`src/rtl/core/knn_pkg.sv`:
```
// ----------------------------------------------------------------------------
// knn_pkg
// shared constants, codes and types of the k-nearest-neighbor search unit
// ----------------------------------------------------------------------------
package knn_pkg;

    localparam int MAX_VECTORS = 256;
    localparam int MAX_DIM     = 64;
    localparam int MAX_K       = 16;

    localparam int COMP_W   = 16;
    localparam int ID_W     = 9;
    localparam int SCORE_W  = 32;
    localparam int STATUS_W = 3;
    localparam int TOPK_W   = 5;
    localparam int LEN_W    = 7;
    localparam int METRIC_W = 2;

    localparam int CFG_IDX_W  = 1;
    localparam int CFG_DATA_W = 7;

    localparam int ROW_W  = $clog2(MAX_VECTORS);
    localparam int DIM_W  = $clog2(MAX_DIM);
    localparam int VADR_W = ROW_W + DIM_W;
    localparam int CNT_W  = $clog2(MAX_VECTORS + 1);
    localparam int K_W    = $clog2(MAX_K + 1);
    localparam int KI_W   = (MAX_K > 1) ? $clog2(MAX_K) : 1;

    // accumulator and arithmetic unit widths
    localparam int L2_W   = 39;
    localparam int DOT_W  = 38;
    localparam int NRM_W  = 37;
    localparam int SQ_IN_W  = 48;
    localparam int SQ_OUT_W = 24;
    localparam int DEN_W  = 48;
    localparam int NUM_W  = 54;
    localparam int QUO_W  = 17;
    localparam int DIV_CNT_W = $clog2(NUM_W);

    localparam logic [QUO_W-1:0] ONE_Q16 = 17'd65536;

    localparam logic [CFG_IDX_W-1:0] CFG_METRIC = 1'd0;
    localparam logic [CFG_IDX_W-1:0] CFG_LENGTH = 1'd1;

    localparam logic [METRIC_W-1:0] METRIC_EUC = 2'd0;
    localparam logic [METRIC_W-1:0] METRIC_IP  = 2'd1;
    localparam logic [METRIC_W-1:0] METRIC_COS = 2'd2;

    localparam logic [STATUS_W-1:0] ST_STORED   = 3'd0;
    localparam logic [STATUS_W-1:0] ST_MATCH    = 3'd1;
    localparam logic [STATUS_W-1:0] ST_EMPTY    = 3'd2;
    localparam logic [STATUS_W-1:0] ST_MISMATCH = 3'd3;
    localparam logic [STATUS_W-1:0] ST_FULL     = 3'd4;

    typedef enum logic [3:0] {
        S_IDLE,
        S_SINGLE,
        S_COPY,
        S_ROW,
        S_L2_GO,
        S_L2_WAIT,
        S_A_GO,
        S_A_WAIT,
        S_B_GO,
        S_B_WAIT,
        S_MUL,
        S_DIV_GO,
        S_DIV_WAIT,
        S_RANK,
        S_EMIT
    } state_t;

    typedef struct packed {
        logic start;
    } unit_ctl_t;

    typedef struct packed {
        logic busy;
        logic done;
    } unit_sts_t;

endpackage

```
`src/rtl/core/knn_isqrt.sv`:
```
// ----------------------------------------------------------------------------
// knn_isqrt
// iterative integer square root, one result bit per cycle
// ----------------------------------------------------------------------------
module knn_isqrt
(
    input  logic                          clk,
    input  logic                          rst_n,
    input  knn_pkg::unit_ctl_t            ctl,
    input  logic [knn_pkg::SQ_IN_W-1:0]   x_in,
    output knn_pkg::unit_sts_t            sts,
    output logic [knn_pkg::SQ_OUT_W-1:0]  root
);
    import knn_pkg::*;

    logic [SQ_IN_W-1:0] x_reg, x_next;
    logic [SQ_IN_W-1:0] r_reg, r_next;
    logic [SQ_IN_W-1:0] bit_reg, bit_next;
    logic               busy_reg, done_reg;
    logic [SQ_IN_W-1:0] trial;

    always_comb
    begin
        trial = r_reg + bit_reg;
        if (x_reg >= trial)
        begin
            x_next = x_reg - trial;
            r_next = (r_reg >> 1) + bit_reg;
        end
        else
        begin
            x_next = x_reg;
            r_next = r_reg >> 1;
        end
        bit_next = bit_reg >> 2;
    end

    always_ff @(posedge clk or negedge rst_n)
    begin
        if (!rst_n)
        begin
            busy_reg <= 1'b0;
            done_reg <= 1'b0;
        end
        else
        begin
            done_reg <= 1'b0;
            if (ctl.start)
            begin
                busy_reg <= 1'b1;
            end
            else if (busy_reg && bit_reg[0])
            begin
                busy_reg <= 1'b0;
                done_reg <= 1'b1;
            end
        end
    end

    always_ff @(posedge clk)
    begin
        if (ctl.start)
        begin
            x_reg   <= x_in;
            r_reg   <= '0;
            bit_reg <= SQ_IN_W'(1) << (SQ_IN_W - 2);
        end
        else if (busy_reg)
        begin
            x_reg   <= x_next;
            r_reg   <= r_next;
            bit_reg <= bit_next;
        end
    end

    assign sts.busy = busy_reg;
    assign sts.done = done_reg;
    assign root     = r_reg[SQ_OUT_W-1:0];

endmodule

```
`config.mk`:
```
export PLATFORM = sky130hd
export DESIGN_NAME = knn_isqrt
export DESIGN_NICKNAME = d
export VERILOG_FILES = /design/src/rtl/core/knn_pkg.sv /design/src/rtl/core/knn_isqrt.sv
export SDC_FILE = /design/constraint.sdc
export NUM_CORES = 1
export LEC_CHECK = 0
export BUFFER_PORTS_ARGS = -buffer_cell sky130_fd_sc_hd__buf_2
export CAP_MARGIN = 20
export CELL_PAD_IN_SITES_DETAIL_PLACEMENT = 0
export CELL_PAD_IN_SITES_GLOBAL_PLACEMENT = 1
export CORE_MARGIN = 2
export CORE_UTILIZATION = 45
export DETAILED_ROUTE_END_ITERATION = 6
export MAX_ROUTING_LAYER = met4
export PLACE_DENSITY_LB_ADDON = 0.1
export SKIP_CTS_REPAIR_TIMING = 1
export SKIP_LAST_GASP = 1
export SYNTH_ARGS = -nofsm -noshare
export SYNTH_HDL_FRONTEND = slang
export SYNTH_SLANG_ARGS = --single-unit
```
`constraint.sdc`:
```
create_clock -name clk -period 13.1 [get_ports clk]
set_input_delay 1.31 -clock clk [delete_from_list [all_inputs] [get_ports clk]]
set_output_delay 1.31 -clock clk [all_outputs]
set_load 0.02 [all_outputs]
```
==> flow_summary_export.csv, run 1 <==
group,metric,value,unit
cells_and_area,fillers,2447,
clocking,clock-sinks,122,
drt,drt-vias-per-instance,5.854,
setup_path,critical_path_class,"reg2reg",
placed_design,place_hpwl,23.96,mm
synthesis,synth_area_leaders,"dfxtp_1 13%, edfxtp_1 13%, ha_1 11%",
setup_path,cp_num_buf_inv,1,
setup_path,crit_path_max_fanout,25,
grt,grt_pass1_wl,51.47,mm
cells_and_area,stdcell_area,12040,µm²
sta,finalHoldViolCount,0,
floorplan,start_util,45.83,%
cells_and_area,layout.nets,1544,
cells_and_area,diodes,0,
grt,grt_usage,25.52,%
synthesis,syn_avg_cell_area,8.012,µm²
clocking,cts_root_buf,"clkbuf_16",
floorplan,die_w,161.2,µm
cells_and_area,regArea,2937,µm²
cells_and_area,final_cells,1731,
clocking,htreeDepth,4,
floorplan,coreArea,24250,µm²
synthesis,synth_area,11110,µm²
setup_path,crit_family,"compound AO/OA/AOI/OAI gates",
drt,ant_nets,0,
sta,period_minus_slack,6583,ps
drt,wl_per_cell,18.70,µm
setup_path,crit_chain,"ha_1 -> ha_1 -> a21oi_1 -> o21ai_0 -> a21oi_1 -> o31ai_2 -> a211oi_1 -> o31ai_1 -> nor2b_1 -> o21ai_1 -> xor2_1 -> ha_1 -> nand2_1 -> o21bai_1 -> a41o_1 -> a211oi_1 -> nor2_1 -> a31o_2 -> o21ai_4 -> o21ai_4 -> buf_4",
run,maxCapViolations,0,
clocking,clk_path_buf_depth,2,
grt,overflow,0,
power,pwr_density_cell,235.8,nW/µm²
setup_path,start_kind,"flop",
setup_path,reg2reg_slack,6520,ps
synthesis,syn-num-nets,1537,
synthesis,synthTopCellsByCount,"159 x nand2_1, 142 x nor2_1, 105 x o21ai_0",
drt,first_pass_iters,5,
cells_and_area,drive_gt1_share,10.59,%
floorplan,die_y,161.2,µm
clocking,cts.clk_slew.worst_paths,60,ps
clocking,insertion_delay,430,ps
synthesis,yosysWarnings,0,
synthesis,yosysSeqAreaShare,26.39,%
synthesis,yosysTopAreaCellShare,12.97,%
placed_design,place.gp.congestion,0.9162,
setup_path,cpMostUsedCell,"ha_1",
power,p_leak,4.859,nW
setup_path,cp.arrival,6670,ps
run_status,status,"complete, no violations",
grt,grt_pass1_vias,9544,
clocking,cts_tree,"yes",
sta,relSlewSlack,24.59,%
worst_hold_path,hp-class,"reg2reg",
drt,drt-total-wl,32.37,mm
placed_design,place_ws,6534,ps
cells_and_area,area_growth,8.377,%
synthesis,synth-edff-count,48,
placed_design,place_inst,1699,
clocking,cts-buffers-inserted,17,
power,ir_drop,0.2454,mV
drt,drc,0,
synthesis,synth_most_common_cell,"nand2_1",
sta,fin_worst_skew,13.34,ps
floorplan,die-area,25970,µm²
grt,antenna_found_initial,0,
sta,maxSlewViolCount,0,
grt,grt_max_degree,91,
sta,finalWorstSetupSlack,6517,ps
synthesis,synth_ff_type,"dfxtp_1",
sta,finalCritPeriodShare,50.25,%
cells_and_area,multi_input_area,7538,µm²
sta,fin_tns_setup,0,ps
setup_path,critPathMaxStageDelay,690,ps
sta,setup_viol_count_final,0,
sta,rsz0062_at_grt,"no",
setup_path,critPathSlowestCell,"o21ai_4",
synthesis,yosys_register_bits,122,
placed_design,io_buffers,76,
floorplan,num_rows,57,
sta,tightest_slew,1131,ps
floorplan,num_io_pins,77,
placed_design,place_area,11470,µm²
drt,num_vias,10130,
synthesis,synth.distinct_cells,74,
drt,first_iter_violations,629,
synthesis,synth_area_leader_cell,"dfxtp_1",
synthesis,synthCells,1387,
synthesis,async_flop_share,1.639,%
setup_path,cp.required,13190,ps
setup_path,cp-end-kind,"flop",
sta,max_freq,0.1519,GHz
-- per-stage QoR --
step / hold WS [ps] / utilization [%] / total power [mW]
5_1_grt: 534.4 / 49.67 / 3.057
2_1_floorplan: 473.6 / - / 1.997
3_5_place_dp: 499.7 / 47.30 / 2.354
3_3_place_gp: 503.1 / 47.30 / 2.354
6_report: 509.8 / 49.67 / 2.840
4_1_cts: 509.6 / 49.67 / 2.841
-- worst paths after layout --
kind	endpoint	cells past startpoint	startpoint
min in group asynchronous	busy_reg	1	rst_n
hold / removal	r_reg[0]	2	r_reg[0]
setup / recovery	x_reg[32]	21	bit_reg[0]
setup reg to reg	x_reg[32]	21	bit_reg[0]
hold reg to reg	r_reg[0]	2	r_reg[0]
max in group asynchronous	busy_reg	1	rst_n
-- layout by cell type, fill, tap and decap left out, types with 5 or more instances in the layout --
cell,instances
o21ai_0,104
and2_1,6
nor2b_1,13
xnor2_1,62
inv_1,37
nand2b_1,5
o32ai_1,13
buf_2,75
ha_1,98
a31oi_1,39
clkbuf_16,18
and3_1,6
or3_1,7
o21a_1,9
edfxtp_1,48
a31o_2,6
nor2_1,142
a211oi_1,47
o221ai_1,7
a311oi_1,7
nand4_1,22
nor4_1,6
a21o_1,24
xor2_1,57
dfxtp_1,72
a21oi_1,89
or2_2,6
o211ai_1,19
o21ai_1,8
o31ai_1,10
o22ai_1,5
mux2i_1,31
nand3_1,23
mux2_2,6
nor3_1,20
buf_4,10
o21bai_1,15
nand2_1,159
-- routing by layer --
| layer | wire length [µm] | global-route usage, % | vias up |
|---|---|---|---|
| li1 | - | - | 5120 |
| met4 | 449 | 6.006 | 0 |
| met5 | 0 | - | - |
| met1 | 16290 | 35.52 | 4754 |
| met2 | 14110 | 39.23 | 233 |
| met3 | 1510 | 3.724 | 27 |
-- cells by family (layout without fill, tap and decap cells) --
family / Yosys count / after routing / share of synthesized area (%)
AOI/OAI and AO/OA: 446 / 446 / 26.46
and+or+nand+nor: 430 / 430 / 17.28
buffers and inverters: 134 / 154 / 5.877
DFF: 122 / 122 / 26.39
xor gates and xnor gates: 119 / 119 / 9.379
adders and majority gates: 99 / 99 / 11.21
muxes: 37 / 37 / 3.400
-- where the power goes --
part / internal [mW] / switching, mW / leakage [nW]
logic: 0.635 / 1.08 / 3.47
registers: 0.563 / 0.0878 / 1.10
clock network: 0.282 / 0.188 / 0.290
total: 1.48 / 1.36 / 4.86
-- worst register-to-register path, delay by kind of cell, from the launching register on --
kind	cells	cell delay [ps]
AO/OA/AOI/OAI	13	3890
adder cells (fa/ha/maj)	3	780
AND/OR/NAND/NOR	3	530
buffers and inverters	1	480
flip-flops	1	380
XOR/XNOR	1	170
-- final cells by class --
cell class	instances	share of cell area, %
inverters	37	1.153
clock buffers	22	4.031
multi-input cells	1131	62.59
clock inverters	10	0.7376
flip-flops and latches	122	24.38
repair buffers	85	3.740
well taps	324	3.366
Power figures use the tool's default switching activity.
==> run 2, diff against run 1 <==
Clock period 13.1 ns to 6.7 ns, I/O delays scaled along.
==> run 2 against run 1 <==
Effect of this change:
- power is 100% higher
- combinational power is 100% higher
- largest power group unchanged
- clock power grew 130%
- wire length up 1.0%
- maximum frequency is 12% higher
- first-iteration DRC count is 14% higher
- final area increased by 1.5%
- highest routed layer unchanged
- utilization grew 0.75 points
- global-route usage rose by 0.63 points
- cell count is 0.35% higher
- die area stayed put
- non-clock buffer count increased by 6
==> flow_summary_export.csv, run 2 (same netlist as run 1, synthesis figures left out) <==
group,metric,value,unit
run_status,status,"complete, no violations",
sta,finalCritPeriodShare,88.07,%
power,pwr-share-seq,21.9,%
clocking,htreeDepth,4,
sta,fin_worst_skew,13.36,ps
power,p_int,3.090,mW
floorplan,start_util,45.83,%
setup_path,crit_chain,"ha_1 -> nand3_1 -> a2111oi_0 -> a211o_1 -> a211oi_1 -> o21ai_1 -> a21o_1 -> a31oi_1 -> xnor2_1 -> ha_1 -> a21oi_1 -> o21ai_0 -> a41o_1 -> a211oi_1 -> nor2_1 -> a31o_2 -> o21ai_4 -> buf_4 -> o21ai_1 -> a221oi_1",
setup_path,worst-path-stages,20,
floorplan,die_y,161.2,µm
grt,grt_pass1_vias,9652,
clocking,clk_path_buf_depth,2,
placed_design,io_buffers,76,
sta,rsz0062_at_grt,"no",
drt,drt-vias-per-instance,5.837,
cells_and_area,drive_gt1_share,11.11,%
drt,first_pass_iters,5,
drt,ant_nets,0,
sta,relSlewSlack,37.66,%
power,p_leak,4.947,nW
power,combPwrFrac,59.6,%
drt,wl_per_cell,18.82,µm
power,power,5.811,mW
sta,fin_tns_setup,0,ps
setup_path,cp_num_buf_inv,1,
drt,drt-total-wl,32.69,mm
run,maxCapViolations,0,
power,pwr_density_cell,475.3,nW/µm²
power,switching_share,46.83,%
clocking,cts-buffers-inserted,17,
placed_design,place_hpwl,24.14,mm
grt,grt_max_degree,70,
cells_and_area,fillers,2411,
grt,grt_pass1_wl,52.85,mm
setup_path,crit_path_max_fanout,19,
drt,num_vias,10140,
drt,first_iter_violations,719,
setup_path,critPathSlowestCell,"a2111oi_0",
floorplan,num_rows,57,
cells_and_area,diodes,0,
sta,setup_viol_count_final,0,
setup_path,start_kind,"flop",
setup_path,cp-end-kind,"flop",
setup_path,cp.required,7030,ps
floorplan,num_io_pins,77,
power,switchingPower,2.721,mW
setup_path,critical_path_class,"reg2reg",
clocking,cts_root_buf,"clkbuf_16",
placed_design,place_inst,1705,
setup_path,r2r_cells,20,
floorplan,die_w,161.2,µm
floorplan,die-area,25970,µm²
power,ir_drop,0.1939,mV
power,power_frac_clock,18.5,%
clocking,insertion_delay,420,ps
sta,finalHoldViolCount,0,
cells_and_area,final_cells,1737,
grt,antenna_found_initial,0,
sta,tightest_slew,934.1,ps
cells_and_area,final_cell_mix,"159 x nand2_1, 142 x nor2_1, 104 x o21ai_0",
grt,grt_usage,26.15,%
setup_path,rr_startpoint,"r_reg[2]",
setup_path,cp.arrival,6230,ps
cells_and_area,mostFrequentLayoutCell,"nand2_1",
clocking,clock-sinks,122,
cells_and_area,multi_input_area,7538,µm²
sta,max_freq,0.1695,GHz
clocking,cts.clk_slew.worst_paths,60,ps
placed_design,place.gp.congestion,0.9444,
worst_hold_path,hp-class,"in2async",
cells_and_area,regArea,2937,µm²
clocking,cts_tree,"yes",
cells_and_area,layout.nets,1550,
setup_path,critPathMaxStageDelay,640,ps
floorplan,coreArea,24250,µm²
sta,period_minus_slack,5900,ps
sta,maxSlewViolCount,0,
drt,drc,0,
setup_path,startpoint,"r_reg[2]",
setup_path,crit_family,"compound AO/OA/AOI/OAI gates",
grt,overflow,0,
cells_and_area,area_growth,10.01,%
## run 2: cell count changes in the layout (fill, tap and decap cells not counted)
cell,before,now
buf_4,10,14
clkbuf_1,2,0
bufinv_16,1,3
clkbuf_8,2,1
clkinv_4,3,5
clkbuf_16,18,21
buf_12,0,2
clkinv_2,4,0
## run 2: per-layer routing
layer | up-vias | GRT usage, % | routed length [µm]
li1 | 5131 | - | -
met1 | 4769 | 37.09 | 16580
met2 | 219 | 39.56 | 14200
met3 | 20 | 4.314 | 1520
met4 | 0 | 4.951 | 399
met5 | - | - | 0
## run 2: path summary, 6_finish.rpt
kind | to | slack (ps)
setup / recovery | r_reg[32] | 800
hold / removal | busy_reg | 20
setup reg to reg | r_reg[32] | 800
hold reg to reg | r_reg[0] | 520
max in group asynchronous | busy_reg | 6570
min in group clk | x_reg[7] | 520
## run 2: final cells by class
cell class	count	area share, %
clock inverters	10	1.197
multi-input cells	1131	61.66
repair buffers	91	4.257
inverters	37	1.136
clock buffers	22	4.411
well taps	324	3.316
flip-flops and latches	122	24.02
## run 2: worst register-to-register path, cell delays in order (launching register included)
cell	delay, ps
dfxtp_1	370
ha_1	370
nand3_1	130
a2111oi_0	640
a211o_1	390
a211oi_1	140
o21ai_1	320
a21o_1	320
a31oi_1	170
xnor2_1	340
ha_1	410
a21oi_1	220
o21ai_0	140
a41o_1	250
a211oi_1	200
nor2_1	110
a31o_2	260
o21ai_4	290
buf_4	340
o21ai_1	90
a221oi_1	300
## run 2: power groups by stage
stage	clock network, mW	registers, mW	logic [mW]
floorplan	0	1.21	2.68
global route	1.12	1.30	3.85
global placement	0	1.29	3.41
finish	1.07	1.27	3.46
CTS	1.09	1.27	3.44
detailed placement	0	1.28	3.42
## run 2: through the flow
stage / hold WS [ps] / util, % / cell area, µm² / setup WS, ps
5_1_grt: 11.63 / 50.42 / 12230 / 265.3
3_3_place_gp: 460.0 / 47.59 / 11540 / 901.4
2_1_floorplan: 374.4 / - / 11110 / 136.8
4_1_cts: 15.39 / 50.42 / 12230 / 871.2
3_5_place_dp: 463.1 / 47.59 / 11540 / 911.9
6_report: 23.88 / 50.42 / 12230 / 799.5
==> run 3, diff against run 2 <==
Settings changed: CTS_CLUSTER_SIZE set to 16.
Clock period 6.7 ns to 6 ns, I/O delays scaled along.
==> run 3 against run 2 <==
Effect of this change:
- power increased by 12%
- clock power increased by 7%
- worst hold slack improved by 410 ps
- flip-flop and latch count unchanged
- non-clock buffer count increased by 19
- clock skew increased by 2.4 ps
- combinational power increased by 15%
- utilization increased by 0.43 points
- critical path depth unchanged
- count of clock-buffer cells in the layout decreased by 2
- sequential power increased by 11%
- highest routed layer unchanged
==> flow_summary_export.csv, run 3 (same netlist as run 1, synthesis figures left out) <==
group,metric,value,unit
grt,grt_max_degree,79,
setup_path,critPathMaxStageDelay,420,ps
power,ir_drop,0.3788,mV
worst_hold_path,hp-class,"in2reg",
power,p_leak,5.021,nW
clocking,clock-sinks,122,
setup_path,critical_path_class,"reg2reg",
grt,grt_pass1_wl,52.76,mm
grt,grt_pass1_vias,9621,
drt,ant_nets,0,
placed_design,place.gp.congestion,0.8839,
setup_path,start_kind,"flop",
run_status,status,"complete, no violations",
drt,first_pass_iters,7,
setup_path,cpMostUsedCell,"a211oi_1",
setup_path,critPathSlowestCell,"a211o_1",
run,maxCapViolations,0,
clocking,insertion_delay,440,ps
sta,fin_worst_skew,15.71,ps
drt,m1WireLength,16.45,mm
clocking,cts_tree,"yes",
floorplan,start_util,45.83,%
sta,finalHoldViolCount,0,
floorplan,coreArea,24250,µm²
placed_design,place_hpwl,24.62,mm
floorplan,num_rows,57,
floorplan,num_io_pins,77,
setup_path,cp_num_buf_inv,1,
drt,wl_met2,14.12,mm
sta,setup_viol_count_final,0,
cells_and_area,area_growth,10.94,%
drt,first_iter_violations,846,
drt,drc,0,
setup_path,cp.required,6330,ps
power,pwr_density_cell,529.0,nW/µm²
sta,finalWorstSetupSlack,467.7,ps
drt,wl_met3,1.525,mm
cells_and_area,layout.nets,1569,
drt,wl_per_cell,18.62,µm
clocking,clk_path_buf_depth,2,
floorplan,die-area,25970,µm²
sta,tightest_slew,972.8,ps
grt,grt_usage,26.25,%
clocking,cts-buffers-inserted,17,
drt,drt-total-wl,32.69,mm
cells_and_area,drive_gt1_share,12.29,%
cells_and_area,final_cell_mix,"159 x nand2_1, 142 x nor2_1, 104 x o21ai_0",
setup_path,cp-end-kind,"flop",
setup_path,crit_chain,"ha_1 -> a211oi_1 -> a2111oi_2 -> a211o_1 -> a211oi_1 -> o21ai_1 -> a21o_1 -> a31oi_1 -> xnor2_1 -> ha_1 -> a21oi_1 -> o21ai_0 -> a41o_1 -> a211oi_1 -> nor2_1 -> a31o_2 -> o21a_1 -> buf_4 -> mux2i_1 -> a221oi_1",
drt,route.top_layer_used,"met4",
grt,antenna_found_initial,0,
floorplan,die_y,161.2,µm
cells_and_area,mostFrequentLayoutCell,"nand2_1",
power,power,6.522,mW
sta,finalCritPeriodShare,92.20,%
setup_path,cp.arrival,5860,ps
grt,overflow,0,
cells_and_area,diodes,0,
sta,relSlewSlack,35.07,%
setup_path,crit_family,"compound AO/OA/AOI/OAI gates",
sta,max_freq,0.1808,GHz
clocking,cts_root_buf,"clkbuf_16",
sta,fin_tns_setup,0,ps
drt,drt-vias-per-instance,5.801,
placed_design,io_buffers,76,
sta,rsz0062_at_grt,"no",
floorplan,die_w,161.2,µm
placed_design,place_ws,132.1,ps
sta,period_minus_slack,5532,ps
cells_and_area,postLayoutCoreUtil,50.85,%
clocking,htreeDepth,4,
drt,num_vias,10190,
setup_path,crit_path_max_fanout,9,
clocking,cts.clk_slew.worst_paths,60,ps
sta,maxSlewViolCount,0,
-- run 3: changes by cell type in the layout (fill, tap and decap cells not counted) --
cell	previous run	this run
buf_4	14	32
clkbuf_16	21	18
a2111oi_0	2	1
a2111oi_2	0	1
clkbuf_8	1	2
clkinv_2	0	1
dlygate4sd3_1	0	1
inv_6	0	1
-- run 3: where the power goes --
part / internal, mW / leakage [nW] / switching [mW]
Clock: 0.705 / 0.317 / 0.437
Sequential: 1.23 / 1.10 / 0.183
Combinational: 1.57 / 3.61 / 2.40
Total: 3.50 / 5.02 / 3.02
-- run 3: layout make-up --
cell class,count,area [µm²]
Fill cell,2419,11920
Multi-Input combinational cell,1131,7545
Sequential cell,122,2937
Timing Repair Buffer,110,665.6
Clock buffer,20,478.0
Tap cell,324,405.4
Clock inverter,12,160.2
Inverter,37,138.9
-- run 3: layer usage --
metal / up-vias / GRT usage, %
met1: 4688 / 37.36
met3: 40 / 3.980
met5: - / -
met4: 0 / 7.792
met2: 289 / 38.47
li1: 5169 / -
-- run 3: worst paths after layout --
check / startpoint / end / slack, ps / cells after the start
min in group asynchronous: rst_n / busy_reg / 460 / 2
max reg2reg: r_reg[4] / r_reg[26] / 470 / 20
max: r_reg[4] / r_reg[26] / 470 / 20
min reg2reg: bit_reg[46] / bit_reg[46] / 540 / 1
max in group asynchronous: rst_n / busy_reg / 5430 / 2
min: x_in[7] / x_reg[7] / 440 / 2
-- run 3: stage by stage --
step | hold slack [ps] | cell area (µm²) | cells
4_1_cts | -74.43 | 12270 | 1751
3_5_place_dp | 388.5 | 11630 | 1719
3_3_place_gp | 387.1 | 11630 | 1719
6_report | 438.2 | 12330 | 1756
2_1_floorplan | 304.4 | 11120 | 1387
5_1_grt | 441.3 | 12330 | 1756
