### src/rtl/core/knn_pkg.sv
// ----------------------------------------------------------------------------
// knn_pkg
// shared constants, codes and types of the k-nearest-neighbor search unit
// ----------------------------------------------------------------------------
package knn_pkg;

    localparam int MAX_VECTORS = 256;
    localparam int MAX_DIM     = 64;
    localparam int MAX_K       = 16;

    localparam int COMP_W   = 16;
    localparam int ID_W     = 9;
    localparam int SCORE_W  = 32;
    localparam int STATUS_W = 3;
    localparam int TOPK_W   = 5;
    localparam int LEN_W    = 7;
    localparam int METRIC_W = 2;

    localparam int CFG_IDX_W  = 1;
    localparam int CFG_DATA_W = 7;

    localparam int ROW_W  = $clog2(MAX_VECTORS);
    localparam int DIM_W  = $clog2(MAX_DIM);
    localparam int VADR_W = ROW_W + DIM_W;
    localparam int CNT_W  = $clog2(MAX_VECTORS + 1);
    localparam int K_W    = $clog2(MAX_K + 1);
    localparam int KI_W   = (MAX_K > 1) ? $clog2(MAX_K) : 1;

    // accumulator and arithmetic unit widths
    localparam int L2_W   = 39;
    localparam int DOT_W  = 38;
    localparam int NRM_W  = 37;
    localparam int SQ_IN_W  = 48;
    localparam int SQ_OUT_W = 24;
    localparam int DEN_W  = 48;
    localparam int NUM_W  = 54;
    localparam int QUO_W  = 17;
    localparam int DIV_CNT_W = $clog2(NUM_W);

    localparam logic [QUO_W-1:0] ONE_Q16 = 17'd65536;

    localparam logic [CFG_IDX_W-1:0] CFG_METRIC = 1'd0;
    localparam logic [CFG_IDX_W-1:0] CFG_LENGTH = 1'd1;

    localparam logic [METRIC_W-1:0] METRIC_EUC = 2'd0;
    localparam logic [METRIC_W-1:0] METRIC_IP  = 2'd1;
    localparam logic [METRIC_W-1:0] METRIC_COS = 2'd2;

    localparam logic [STATUS_W-1:0] ST_STORED   = 3'd0;
    localparam logic [STATUS_W-1:0] ST_MATCH    = 3'd1;
    localparam logic [STATUS_W-1:0] ST_EMPTY    = 3'd2;
    localparam logic [STATUS_W-1:0] ST_MISMATCH = 3'd3;
    localparam logic [STATUS_W-1:0] ST_FULL     = 3'd4;

    typedef enum logic [3:0] {
        S_IDLE,
        S_SINGLE,
        S_COPY,
        S_ROW,
        S_L2_GO,
        S_L2_WAIT,
        S_A_GO,
        S_A_WAIT,
        S_B_GO,
        S_B_WAIT,
        S_MUL,
        S_DIV_GO,
        S_DIV_WAIT,
        S_RANK,
        S_EMIT
    } state_t;

    typedef struct packed {
        logic start;
    } unit_ctl_t;

    typedef struct packed {
        logic busy;
        logic done;
    } unit_sts_t;

endpackage

### src/rtl/core/knn_div.sv
// ----------------------------------------------------------------------------
// knn_div
// restoring divider, one quotient bit per cycle, quotient clamped to 1.0
// ----------------------------------------------------------------------------
module knn_div
(
    input  logic                         clk,
    input  logic                         rst_n,
    input  knn_pkg::unit_ctl_t           ctl,
    input  logic [knn_pkg::NUM_W-1:0]    num,
    input  logic [knn_pkg::DEN_W-1:0]    den,
    output knn_pkg::unit_sts_t           sts,
    output logic [knn_pkg::QUO_W-1:0]    quo
);
    import knn_pkg::*;

    logic [NUM_W-1:0]     n_reg;
    logic [DEN_W-1:0]     d_reg;
    logic [DEN_W-1:0]     rem_reg;
    logic [NUM_W-1:0]     q_reg;
    logic [DIV_CNT_W-1:0] cnt_reg;
    logic                 busy_reg, done_reg;
    logic [DEN_W:0]       sh;
    logic                 ge;

    always_comb
    begin
        sh = {rem_reg, n_reg[NUM_W-1]};
        ge = (sh >= {1'b0, d_reg});
    end

    always_ff @(posedge clk or negedge rst_n)
    begin
        if (!rst_n)
        begin
            busy_reg <= 1'b0;
            done_reg <= 1'b0;
            cnt_reg  <= '0;
        end
        else
        begin
            done_reg <= 1'b0;
            if (ctl.start)
            begin
                busy_reg <= 1'b1;
                cnt_reg  <= DIV_CNT_W'(NUM_W - 1);
            end
            else if (busy_reg)
            begin
                if (cnt_reg == '0)
                begin
                    busy_reg <= 1'b0;
                    done_reg <= 1'b1;
                end
                else
                begin
                    cnt_reg <= cnt_reg - 1'b1;
                end
            end
        end
    end

    always_ff @(posedge clk)
    begin
        if (ctl.start)
        begin
            n_reg   <= num;
            d_reg   <= den;
            rem_reg <= '0;
            q_reg   <= '0;
        end
        else if (busy_reg)
        begin
            n_reg   <= n_reg << 1;
            rem_reg <= ge ? DEN_W'(sh - {1'b0, d_reg}) : sh[DEN_W-1:0];
            q_reg   <= {q_reg[NUM_W-2:0], ge};
        end
    end

    assign sts.busy = busy_reg;
    assign sts.done = done_reg;
    assign quo = (q_reg > NUM_W'(ONE_Q16)) ? ONE_Q16 : q_reg[QUO_W-1:0];

endmodule

### config.mk
export PLATFORM = sky130hd
export DESIGN_NAME = knn_div
export DESIGN_NICKNAME = d
export VERILOG_FILES = /design/src/rtl/core/knn_pkg.sv /design/src/rtl/core/knn_div.sv
export SDC_FILE = /design/constraint.sdc
export NUM_CORES = 1
export LEC_CHECK = 0
export BUFFER_PORTS_ARGS = -buffer_cell sky130_fd_sc_hd__buf_2
export CAP_MARGIN = 20
export CORE_ASPECT_RATIO = 1.25
export CORE_UTILIZATION = 40
export CTS_CLUSTER_SIZE = 16
export DETAILED_ROUTE_END_ITERATION = 8
export GPL_ROUTABILITY_DRIVEN = 0
export GPL_TIMING_DRIVEN = 0
export PLACE_DENSITY_LB_ADDON = 0.1
export SKIP_LAST_GASP = 1
export SLEW_MARGIN = 0
export SYNTH_ARGS = -nofsm -noshare
export SYNTH_HDL_FRONTEND = slang
export SYNTH_SLANG_ARGS = --single-unit
export TNS_END_PERCENT = 50
### constraint.sdc
create_clock -name clk -period 4.4 [get_ports clk]
set_input_delay 0.44 -clock clk [delete_from_list [all_inputs] [get_ports clk]]
set_output_delay 0.44 -clock clk [all_outputs]
set_load 0.02 [all_outputs]
==> metrics.md, run 1 <==
| Metric | Value |
|---|---|
| Comb power frac | `0.381` |
| Port bufs | `123` |
| Area Growth Syn to Fin | `17.4%` |
| Worst slew margin | `0.456` |
| Vias/cell | `5.29` |
| Clk_lat worst skew | `0.53 ns` |
| Root buffer cell | `clkbuf_16` |
| Maxcap violations | `0` |
| Net Sw Frac | `0.366` |
| Worst hold path type | `primary input to flop` |
| Setup-failing EPs final | `0` |
| Top Ports | `124` |
| Psw | `2800 uW` |
| Post-route ant nets | `0` |
| Slew Limit Fails | `0` |
| Wire per inst | `17.2 um` |
| Die area | `28700 um2` |
| Grt ovf | `0` |
| Clk pwr share | `0.279` |
| Largest net degree at the start of global routing | `45` |
| Most common cell in the netlist | `nor2_1` |
| Post-Route WL | `28300 um` |
| Initial antenna violation count | `1` |
| CP max FO | `7` |
| Cell Rows | `68` |
| Netlist cell types | `73` |
| Synth warnings | `0` |
| Clk buf depth | `3` |
| H-Tree Depth | `1` |
| Lkg Pwr | `0.00588 uW` |
| Post-CTS Setup Bufs | `0` |
| RSZ-0062 raised after global routing | `no` |
| Reg clk slew, reported paths | `0.07 ns` |
| PnR worst setup slack | `0.794 ns` |
| Worst vdd ir | `0.308 mV` |
| Top post-synthesis cells by area | `edfxtp_1 (27%), dfxtp_1 (18%), ha_1 (5.6%)` |
| Die Y | `189 um` |
| Tcrit/Tclk final | `0.820` |
| Placed wire-length estimate | `20700 um` |
| Worst clock skew | `0.0106 ns` |
| Pwr Density | `582 nW/um2` |
| Clk sinks | `212` |
| Post-synth top area cell | `edfxtp_1` |
| Setup crit end kind | `flop` |
| Via Count | `8701` |
| Vias in the first global route | `8816` |
| Reg power frac | `0.340` |
| Total track usage | `0.196` |
| Arrival @ worst endpoint | `3.99 ns` |
| Int Pwr | `4860 uW` |
| Dpl cell area | `12300 um2` |
| Critical Path RT | `4.78 ns` |
| Horiz. Die Dim | `152 um` |
| CORE AREA | `27600 um2` |
| Top-area cell type share of the netlist area | `0.273` |
| TritonCTS Buffers | `25` |
| Syn Nets | `1281` |
| Worst slack, placed | `0.868 ns` |
| Post-layout instance area | `13200 um2` |
| Mapped Area | `11200 um2` |
| Async set-reset flop share out of synthesis | `0.0377` |
| Status | `complete, no violations` |
| Layout net count | `1434` |
| Initial Util | `0.407` |
| Gate count of the mapped netlist | `1125` |
| DRC viols | `0` |
| Fin crit period | `3.61 ns` |
| Setup tns final | `0 ns` |
| Iter 0 DRT Violations | `348` |
| Worst Setup Start Kind | `flop` |
| Post-synthesis sequential area ratio | `0.472` |
| Crit path kind | `flop to flop` |
| DR pass1 iterations | `5` |
| Final hold violations | `0` |
| Number of flops mapped to enable cells by yosys | `102` |
| Fmax | `277 MHz` |
| First-pass GRT wire length | `45600 um` |
| #FFs+latches synth | `212` |
| Worst Tran Pin Value | `0.808 ns` |
| Diodes inserted | `0` |
| CTS tree | `done` |
| Avg Cell Area, Syn | `9.98 um2` |
| Synth Flop Type | `edfxtp_1` |
| Synth cell count leaders | `nor2_1 (137), dfxtp_1 (102), edfxtp_1 (102), nand2_1 (79), a21oi_1 (75)` |
| Share of cells above drive strength 1 | `0.195` |
==> through the flow <==
| step | hold slack, ns | power (uW) | cells | util |
|---|---|---|---|---|
| after CTS | 0.0587 | 7720 | 1646 | 0.478 |
| after global placement | 0.297 | 5530 | 1598 | 0.446 |
| final | 0.0791 | 7670 | 1646 | 0.478 |
| after global routing | 0.0568 | 8180 | 1646 | 0.478 |
| after floorplan | 0.144 | 4790 | 1125 | - |
| after detailed placement | 0.303 | 5540 | 1600 | 0.447 |
==> kinds of logic (layout without fill, tap and decap cells) <==
logic type                 Yosys count  count (layout)  share of synthesized area
muxes                              116             116                      0.109
AOI/OAI and AO/OA                  253             253                      0.150
xor gates and xnor gates            42              42                     0.0328
adders and majority gates           51              51                     0.0575
and+or+nand+nor                    324             324                      0.133
buffers and inverters              127             298                     0.0447
DFF                                212             212                      0.472
==> repair_timing <==
action | in CTS | in global routing
endpoints found under the hold margin | 8 | 0
hold buffers | 1 | 0
resized for setup | 0 | 0
==> path summary, 6_finish.rpt <==
kind                                   from           to  slack, ns  depth (start not counted)
worst min register to register    q_reg[53]    q_reg[53]       0.50                          2
max in group asynchronous             rst_n   cnt_reg[5]       3.91                          2
min in group asynchronous             rst_n     done_reg       0.31                          2
worst max-delay path            rem_reg[16]  rem_reg[46]       0.79                         12
worst max register to register  rem_reg[16]  rem_reg[46]       0.79                         12
worst min-delay path                den[40]    d_reg[40]       0.08                          1
==> layout by cell type, fill, tap and decap left out, types with 8 or more instances in the layout <==
cell       Yosys  final
edfxtp_1     102    102
inv_1         69     68
nor4_1        16     16
mux2i_1       62     62
o21ai_0       49     49
ha_1          50     50
buf_2         10    133
o211ai_1      19     19
mux2_2        54     54
nor2_1       137    137
nand2_1       79     79
a211oi_1      25     25
and2_1        22     22
o21bai_1      13     13
clkbuf_16      0     26
a21oi_1       75     75
nand4_1       17     17
xnor2_1       27     27
dfrtp_1        8      8
dfxtp_1      102    102
clkbuf_1      36     39
a21o_1        19     19
nor3_1        12     12
xor2_1        15     15
==> layout make-up <==
class | instances | area [um2]
Fill cell | 2704 | 14400
Multi-Input combinational cell | 786 | 5420
Sequential cell | 212 | 5310
Clock buffer | 31 | 689
Timing Repair Buffer | 126 | 666
Tap cell | 350 | 438
Inverter | 70 | 263
Buffer | 57 | 239
Clock inverter | 14 | 160
==> per-layer routing <==
metal / wire [um] / part of all wire / track usage
met1: 11900 / 0.42 / 0.234
met2: 13900 / 0.49 / 0.348
met3: 1590 / 0.056 / 0.0423
met4: 811 / 0.029 / 0.0654
met5: 13 / 0.00046 / 0
==> worst max-delay path, stage by stage, from the launching register on <==
cell	delay (ns)
dfxtp_1	0.35
ha_1	0.28
clkbuf_2	0.18
nand2_1	0.10
nor4_1	0.69
o21a_1	0.24
o21ai_2	0.08
a21oi_1	0.32
o21ai_0	0.29
o22ai_1	0.28
and4bb_2	0.25
o31ai_1	0.27
a221oi_1	0.11
==> power groups by stage <==
stage / clock (uW) / combinational, uW / sequential (uW)
global route: 2270 / 3260 / 2650
detailed placement: 0 / 2900 / 2640
finish: 2140 / 2920 / 2610
floorplan: 0 / 2220 / 2570
global placement: 0 / 2890 / 2640
CTS: 2200 / 2920 / 2610
Power figures use the tool's default switching activity.
==> run 2, diff against run 1 <==
Clock period 4.4 ns to 3.35 ns, I/O delays scaled along.
==> run 2 against run 1 <==
Effect of this change: worst setup slack got worse by 0.68 ns; fmax rose by 11%; sequential power rose by 31%; total power rose by 33%; sequential cell count did not move; clock-buffer cell count did not move; via count rose by 1.7%; final cell count rose by 2.8%; non-clock buffer count rose by 45; combinational power rose by 36%; critical endpoint is now rem_reg[44].
==> metrics.md, run 2 (same netlist as run 1, synthesis figures left out) <==
| Metric | Value |
|---|---|
| Post-route ant nets | `0 (unchanged)` |
| Area Growth Syn to Fin | `22.2% (was 17.4%)` |
| DRC viols | `0 (unchanged)` |
| Vias/cell | `5.23 (was 5.29)` |
| Worst Setup Start Kind | `flop (unchanged)` |
| Initial antenna violation count | `1 (unchanged)` |
| Worst Tran Pin Value | `0.825 ns (was 0.808 ns)` |
| Maxcap violations | `0 (unchanged)` |
| Crit path kind | `flop to flop (unchanged)` |
| Met2 wire length | `14100 um (was 13900 um)` |
| Clk sinks | `212 (unchanged)` |
| Lkg Pwr | `0.00609 uW (was 0.00588 uW)` |
| Clk buf depth | `3 (unchanged)` |
| Cell Rows | `68 (unchanged)` |
| CTS tree | `done (unchanged)` |
| Post-Route WL | `28500 um (was 28300 um)` |
| Iter 0 DRT Violations | `353 (was 348)` |
| Worst path bufs/invs | `1 (unchanged)` |
| CORE AREA | `27600 um2 (unchanged)` |
| R2R Setup Slk | `0.11 ns (was 0.79 ns)` |
| Top Ports | `124 (unchanged)` |
| Vias in the first global route | `9005 (was 8816)` |
| Tcrit/Tclk final | `0.966 (was 0.820)` |
| Pwr Density | `743 nW/um2 (was 582 nW/um2)` |
| Commonest non-fill, non-tap cell in the layout | `nor2_1 (unchanged)` |
| Commonest non-fill, non-tap cells in the layout | `nor2_1 (137), buf_2 (128), edfxtp_1 (102), dfxtp_1 (102), nand2_1 (79) (was nor2_1 (137), buf_2 (133), edfxtp_1 (102), dfxtp_1 (102), nand2_1 (79))` |
| Min-delay src | `den[1] (was den[40])` |
| WL met1 | `12200 um (was 11900 um)` |
| PnR worst setup slack | `0.113 ns (was 0.794 ns)` |
| TritonCTS Buffers | `25 (unchanged)` |
| Die Y | `189 um (unchanged)` |
| Setup tns final | `0 ns (unchanged)` |
| Final hold violations | `0 (unchanged)` |
| Fin crit period | `3.24 ns (was 3.61 ns)` |
| R2R Path Start | `n_reg[53] (was rem_reg[16])` |
| Worst-path cell chain | `inv_1, ha_1, fa_1, nor2b_2, o2111ai_1, a21oi_2, or2_1, a311o_2, a21oi_4, o31ai_2, a22oi_1, mux2i_1, nor3_1 (was ha_1, clkbuf_2, nand2_1, nor4_1, o21a_1, o21ai_2, a21oi_1, o21ai_0, o22ai_1, and4bb_2, o31ai_1, a221oi_1)` |
| Port bufs | `123 (unchanged)` |
| Layout net count | `1479 (was 1434)` |
| Root buffer cell | `clkbuf_16 (unchanged)` |
| Setup-failing EPs final | `0 (unchanged)` |
| Clk_lat worst skew | `0.54 ns (was 0.53 ns)` |
| Via Count | `8850 (was 8701)` |
| Worst r2r dst | `rem_reg[44] (was rem_reg[46])` |
| Arrival @ worst endpoint | `3.63 ns (was 3.99 ns)` |
| Initial Util | `0.407 (unchanged)` |
| Worst slack, placed | `-0.182 ns (was 0.868 ns)` |
| DR pass1 iterations | `5 (unchanged)` |
| Total track usage | `0.198 (was 0.196)` |
| Worst vdd ir | `0.419 mV (was 0.308 mV)` |
| Worst hold path type | `primary input to flop (unchanged)` |
| Total Power | `10200 uW (was 7670 uW)` |
| Worst hold path depth | `1 (unchanged)` |
| CP max FO | `4 (was 7)` |
| Worst path slowest cell | `a311o_2 (was nor4_1)` |
| Wire per inst | `16.9 um (was 17.2 um)` |
| Largest net degree at the start of global routing | `45 (unchanged)` |
| Fmax | `309 MHz (was 277 MHz)` |
| Die area | `28700 um2 (unchanged)` |
| Grt ovf | `0 (unchanged)` |
| H-Tree Depth | `1 (unchanged)` |
| Reg clk slew, reported paths | `0.06 ns (was 0.07 ns)` |
| Top Metal Used | `met4 (was met5)` |
| Crit-path max cell delay | `0.50 ns (was 0.69 ns)` |
| Horiz. Die Dim | `152 um (unchanged)` |
| Status | `complete, no violations (unchanged)` |
| Hold path endpoint | `d_reg[1] (was d_reg[40])` |
| Share of cells above drive strength 1 | `0.198 (was 0.195)` |
| RSZ-0062 raised after global routing | `yes (was no)` |
| Worst clock skew | `0.00987 ns (was 0.0106 ns)` |
| Slew Limit Fails | `0 (unchanged)` |
| Dpl cell area | `12300 um2 (unchanged)` |
| Placed wire-length estimate | `20700 um (unchanged)` |
| Critical Path RT | `3.74 ns (was 4.78 ns)` |
| First-pass GRT wire length | `46200 um (was 45600 um)` |
| Met3 wire length | `1480 um (was 1590 um)` |
| Setup crit end kind | `flop (unchanged)` |
| Post-layout instance area | `13700 um2 (was 13200 um2)` |
| Worst slew margin | `0.450 (was 0.456)` |
| Worst path top cell family by delay | `compound AO/OA/AOI/OAI gates (unchanged)` |
| R2r worst-path depth | `13 (was 12)` |
| Fill cells | `2663 (was 2704)` |
[run 2: cell types whose count changed in the layout (fill, tap and decap cells not counted), moves of 4 or more]
cell,change
buf_2,-5
clkbuf_1,-4
buf_4,+4
dlygate4sd3_1,+47
[run 2: how the worst max path moves through the flow]
stage | slack (ns) | end | from | cells after the start
floorplan | 0.58 | rem_reg[40] | n_reg[53] | 13
global placement | -0.57 | n_reg[15] | ctl | 4
detailed placement | -0.18 | rem_reg[46] | d_reg[10] | 13
CTS | -0.01 | rem_reg[46] | n_reg[53] | 13
global route | -0.03 | rem_reg[44] | n_reg[53] | 13
finish | 0.11 | rem_reg[44] | n_reg[53] | 13
[run 2: area by class of cell]
cell class	instances	area, um2	share of cell area
sequential	212	5310	0.387
clock buffer	31	689	0.0502
multi-input combinational	786	5480	0.399
timing repair buffer	174	1140	0.0833
clock inverter	14	160	0.0117
buffer	54	241	0.0176
tap	350	438	0.0319
inverter	70	263	0.0191
antenna	1	2.50	0.000182
[run 2: layer usage]
| metal | global-route usage | up-vias |
|---|---|---|
| met5 | 0 | - |
| met2 | 0.352 | 196 |
| met1 | 0.239 | 4150 |
| met3 | 0.0378 | 55 |
| li1 | - | 4449 |
| met4 | 0.0662 | 0 |
[run 2: through the flow]
stage               hold slack [ns]   util  instances
floorplan                    0.0394      -       1125
global placement              0.192  0.446       1598
detailed placement            0.198  0.447       1600
CTS                         0.00460  0.497       1693
global route                 0.0108  0.498       1692
finish                       0.0371  0.498       1692
[run 2: timing repair]
item | CTS | global route
setup endpoints to repair | 32 | 48
resized for setup | 9 | 13
endpoints found under the hold margin | 55 | 0
pin swaps | 0 | 1
hold buffers | 48 | 0
setup buffers | 0 | 1
[run 2: where the power goes]
group / internal, uW / total [uW] / leakage, uW / switching, uW
sequential: 3140 / 3420 / 0.00196 / 286
clock: 1690 / 2810 / 0.000407 / 1120
combinational: 1640 / 3970 / 0.00373 / 2330
total: 6470 / 10200 / 0.00609 / 3730
==> run 3, diff against run 2 <==
Settings changed: REMOVE_ABC_BUFFERS set to 1.
==> run 3 against run 2 <==
Effect of this change: global-route usage fell by 2.5 points; first-iteration DRC count shrank 12%; clock skew is 0.0046 ns higher; sequential share of layout area rose by 0.052 points; sequential cell count unchanged; routed wire length is 12% lower; die area stayed put; critical path depth unchanged; cell area hardly changed; sequential power about the same.
==> metrics.md, run 3 (same netlist as run 1, synthesis figures left out) <==
| Metric | Value |
|---|---|
| Status | `complete, no violations (unchanged)` |
| Clk sinks | `212 (unchanged)` |
| Clk_lat worst skew | `0.52 ns (was 0.54 ns)` |
| Multi-input logic area | `5520 um2 (was 5480 um2)` |
| Int Pwr | `6650 uW (was 6470 uW)` |
| Die area | `28700 um2 (unchanged)` |
| Iter 0 DRT Violations | `309 (was 353)` |
| Final core utilization | `0.498 (about the same)` |
| Crit path kind | `flop to flop (unchanged)` |
| Fill cells | `2625 (was 2663)` |
| CTS tree | `done (unchanged)` |
| Initial Util | `0.407 (unchanged)` |
| Port bufs | `123 (unchanged)` |
| Arrival @ worst endpoint | `3.54 ns (was 3.63 ns)` |
| Maxcap violations | `0 (unchanged)` |
| Top Ports | `124 (unchanged)` |
| RSZ-0062 raised after global routing | `yes (unchanged)` |
| First-pass GRT wire length | `41800 um (was 46200 um)` |
| Wire per inst | `15.3 um (was 16.9 um)` |
| Setup crit end kind | `flop (unchanged)` |
| Share of cells above drive strength 1 | `0.200 (was 0.198)` |
| Net Sw Frac | `0.350 (was 0.366)` |
| Cell Rows | `68 (unchanged)` |
| Slew Limit Fails | `0 (unchanged)` |
| Post-Route WL | `25100 um (was 28500 um)` |
| Worst slew margin | `0.393 (was 0.450)` |
| Lkg Pwr | `0.00609 uW (about the same)` |
| Total track usage | `0.173 (was 0.198)` |
| Placed wire-length estimate | `17200 um (was 20700 um)` |
| Psw | `3580 uW (was 3730 uW)` |
| Reg clk slew, reported paths | `0.06 ns (about the same)` |
| CP max FO | `4 (unchanged)` |
| Root buffer cell | `clkbuf_16 (unchanged)` |
| Commonest non-fill, non-tap cells in the layout | `nor2_1 (137), buf_2 (123), edfxtp_1 (102), dfxtp_1 (102), nand2_1 (79) (was nor2_1 (137), buf_2 (128), edfxtp_1 (102), dfxtp_1 (102), nand2_1 (79))` |
| Pwr Density | `746 nW/um2 (was 743 nW/um2)` |
| CORE AREA | `27600 um2 (unchanged)` |
| Fin crit period | `3.15 ns (was 3.24 ns)` |
| Final hold violations | `0 (unchanged)` |
| Layout net count | `1434 (was 1479)` |
| DR pass1 iterations | `6 (was 5)` |
| Total Power | `10200 uW (about the same)` |
| Initial antenna violation count | `1 (unchanged)` |
| Area Growth Syn to Fin | `22.1% (was 22.2%)` |
| Commonest non-fill, non-tap cell in the layout | `nor2_1 (unchanged)` |
| Min-delay src | `num[0] (was den[1])` |
| Fmax | `318 MHz (was 309 MHz)` |
| DRC viols | `0 (unchanged)` |
| Post-route ant nets | `0 (unchanged)` |
| R2R Setup Slk | `0.20 ns (was 0.11 ns)` |
| Worst clock skew | `0.0145 ns (was 0.00987 ns)` |
| Die Y | `189 um (unchanged)` |
| Setup-failing EPs final | `0 (unchanged)` |
| Crit. Startpoint | `n_reg[53] (unchanged)` |
| Grt ovf | `0 (unchanged)` |
| H-Tree Depth | `1 (unchanged)` |
| Horiz. Die Dim | `152 um (unchanged)` |
| Clk pwr share | `0.281 (was 0.276)` |
| Clk buf depth | `3 (unchanged)` |
| Worst Setup Start Kind | `flop (unchanged)` |
| Worst Tran Pin Value | `0.910 ns (was 0.825 ns)` |
| Largest net degree at the start of global routing | `78 (was 45)` |
| Worst vdd ir | `0.367 mV (was 0.419 mV)` |
| Vias/cell | `5.16 (was 5.23)` |
| Via Count | `8495 (was 8850)` |
| Reg power frac | `0.332 (was 0.336)` |
| Vias in the first global route | `8492 (was 9005)` |
| TritonCTS Buffers | `24 (was 25)` |
| Critical Path RT | `3.74 ns (about the same)` |
| Worst hold path type | `primary input to flop (unchanged)` |
| R2R Path Start | `n_reg[53] (unchanged)` |
| Tcrit/Tclk final | `0.940 (was 0.966)` |
| Sequential cell area | `5310 um2 (about the same)` |
| Comb power frac | `0.387 (was 0.389)` |
==> run 3: cell count changes in the layout (fill, tap and decap cells not counted), moves of 2 or more <==
cell and change:
clkinvlp_4 -2, clkbuf_2 -2, inv_6 -2, a31oi_2 -2, buf_1 -7, buf_2 -5, buf_16 +5, clkinv_2 +4
bufinv_16 +2, buf_4 -3, a31oi_4 +2, clkbuf_1 -33, clkbuf_4 -2
==> run 3: metrics by stage <==
step                cells  area, um2  hold WS (ns)  setup slack [ns]  TNS, ns
floorplan            1068      11000        0.0394             -2.03  -177.30
global placement     1541      12000         0.193             -4.75  -534.35
detailed placement   1548      12200         0.190           -0.0896   -0.949
CTS                  1645      13600        0.0712            0.0104        0
global route         1647      13700        0.0797           -0.0509  -0.0799
finish               1647      13700        0.0991             0.202        0
==> run 3: path summary, 6_finish.rpt <==
check | to | depth (start not counted)
worst max-delay path | rem_reg[44] | 13
worst min-delay path | n_reg[0] | 2
worst max register to register | rem_reg[44] | 13
worst min register to register | q_reg[53] | 2
max in group asynchronous | busy_reg | 2
min in group asynchronous | done_reg | 2
==> run 3: per-layer routing <==
| layer | vias to the layer above | track usage | share of wire |
|---|---|---|---|
| met4 | 0 | 0.0462 | 0.015 |
| met2 | 127 | 0.305 | 0.49 |
| met1 | 3980 | 0.212 | 0.45 |
| met3 | 36 | 0.0394 | 0.051 |
| li1 | 4352 | - | - |
| met5 | - | 0 | 0 |
==> run 3: worst max-delay path, cell delays in order (launching register included) <==
cell	delay, ns
edfxtp_1	0.34
inv_1	0.05
ha_1	0.22
fa_1	0.38
nor2b_1	0.22
o2111ai_1	0.19
a21oi_2	0.23
or2_1	0.21
a311o_2	0.30
a21oi_4	0.11
o31ai_2	0.36
a22oi_1	0.18
mux2i_1	0.18
nor3_1	0.05
==> run 3: cell type report <==
| cell class | count | area share |
|---|---|---|
| diodes | 1 | 0.000182 |
| clock buffers | 29 | 0.0490 |
| clock inverters | 15 | 0.0149 |
| inverters | 70 | 0.0192 |
| multi-input cells | 787 | 0.402 |
| flip-flops and latches | 212 | 0.387 |
| well taps | 350 | 0.0319 |
| repair buffers | 183 | 0.0954 |
==> run 3: what timing repair did <==
| item | in CTS | in global routing |
|---|---|---|
| gates resized for setup | 2 | 14 |
| setup endpoints to repair | 14 | 40 |
| endpoints found under the hold margin | 56 | 0 |
| hold buffers | 49 | 0 |
| gates cloned | 1 | 0 |
| pin swaps | 1 | 2 |
| setup buffers | 3 | 1 |
==> run 3: power groups by stage <==
stage | clock network, uW | registers (uW) | logic (uW)
after floorplan | 0 | 3380 | 2910
after global placement | 0 | 3420 | 3510
after detailed placement | 0 | 3450 | 3740
after CTS | 2980 | 3400 | 3900
after global routing | 3070 | 3450 | 4420
final | 2870 | 3400 | 3960
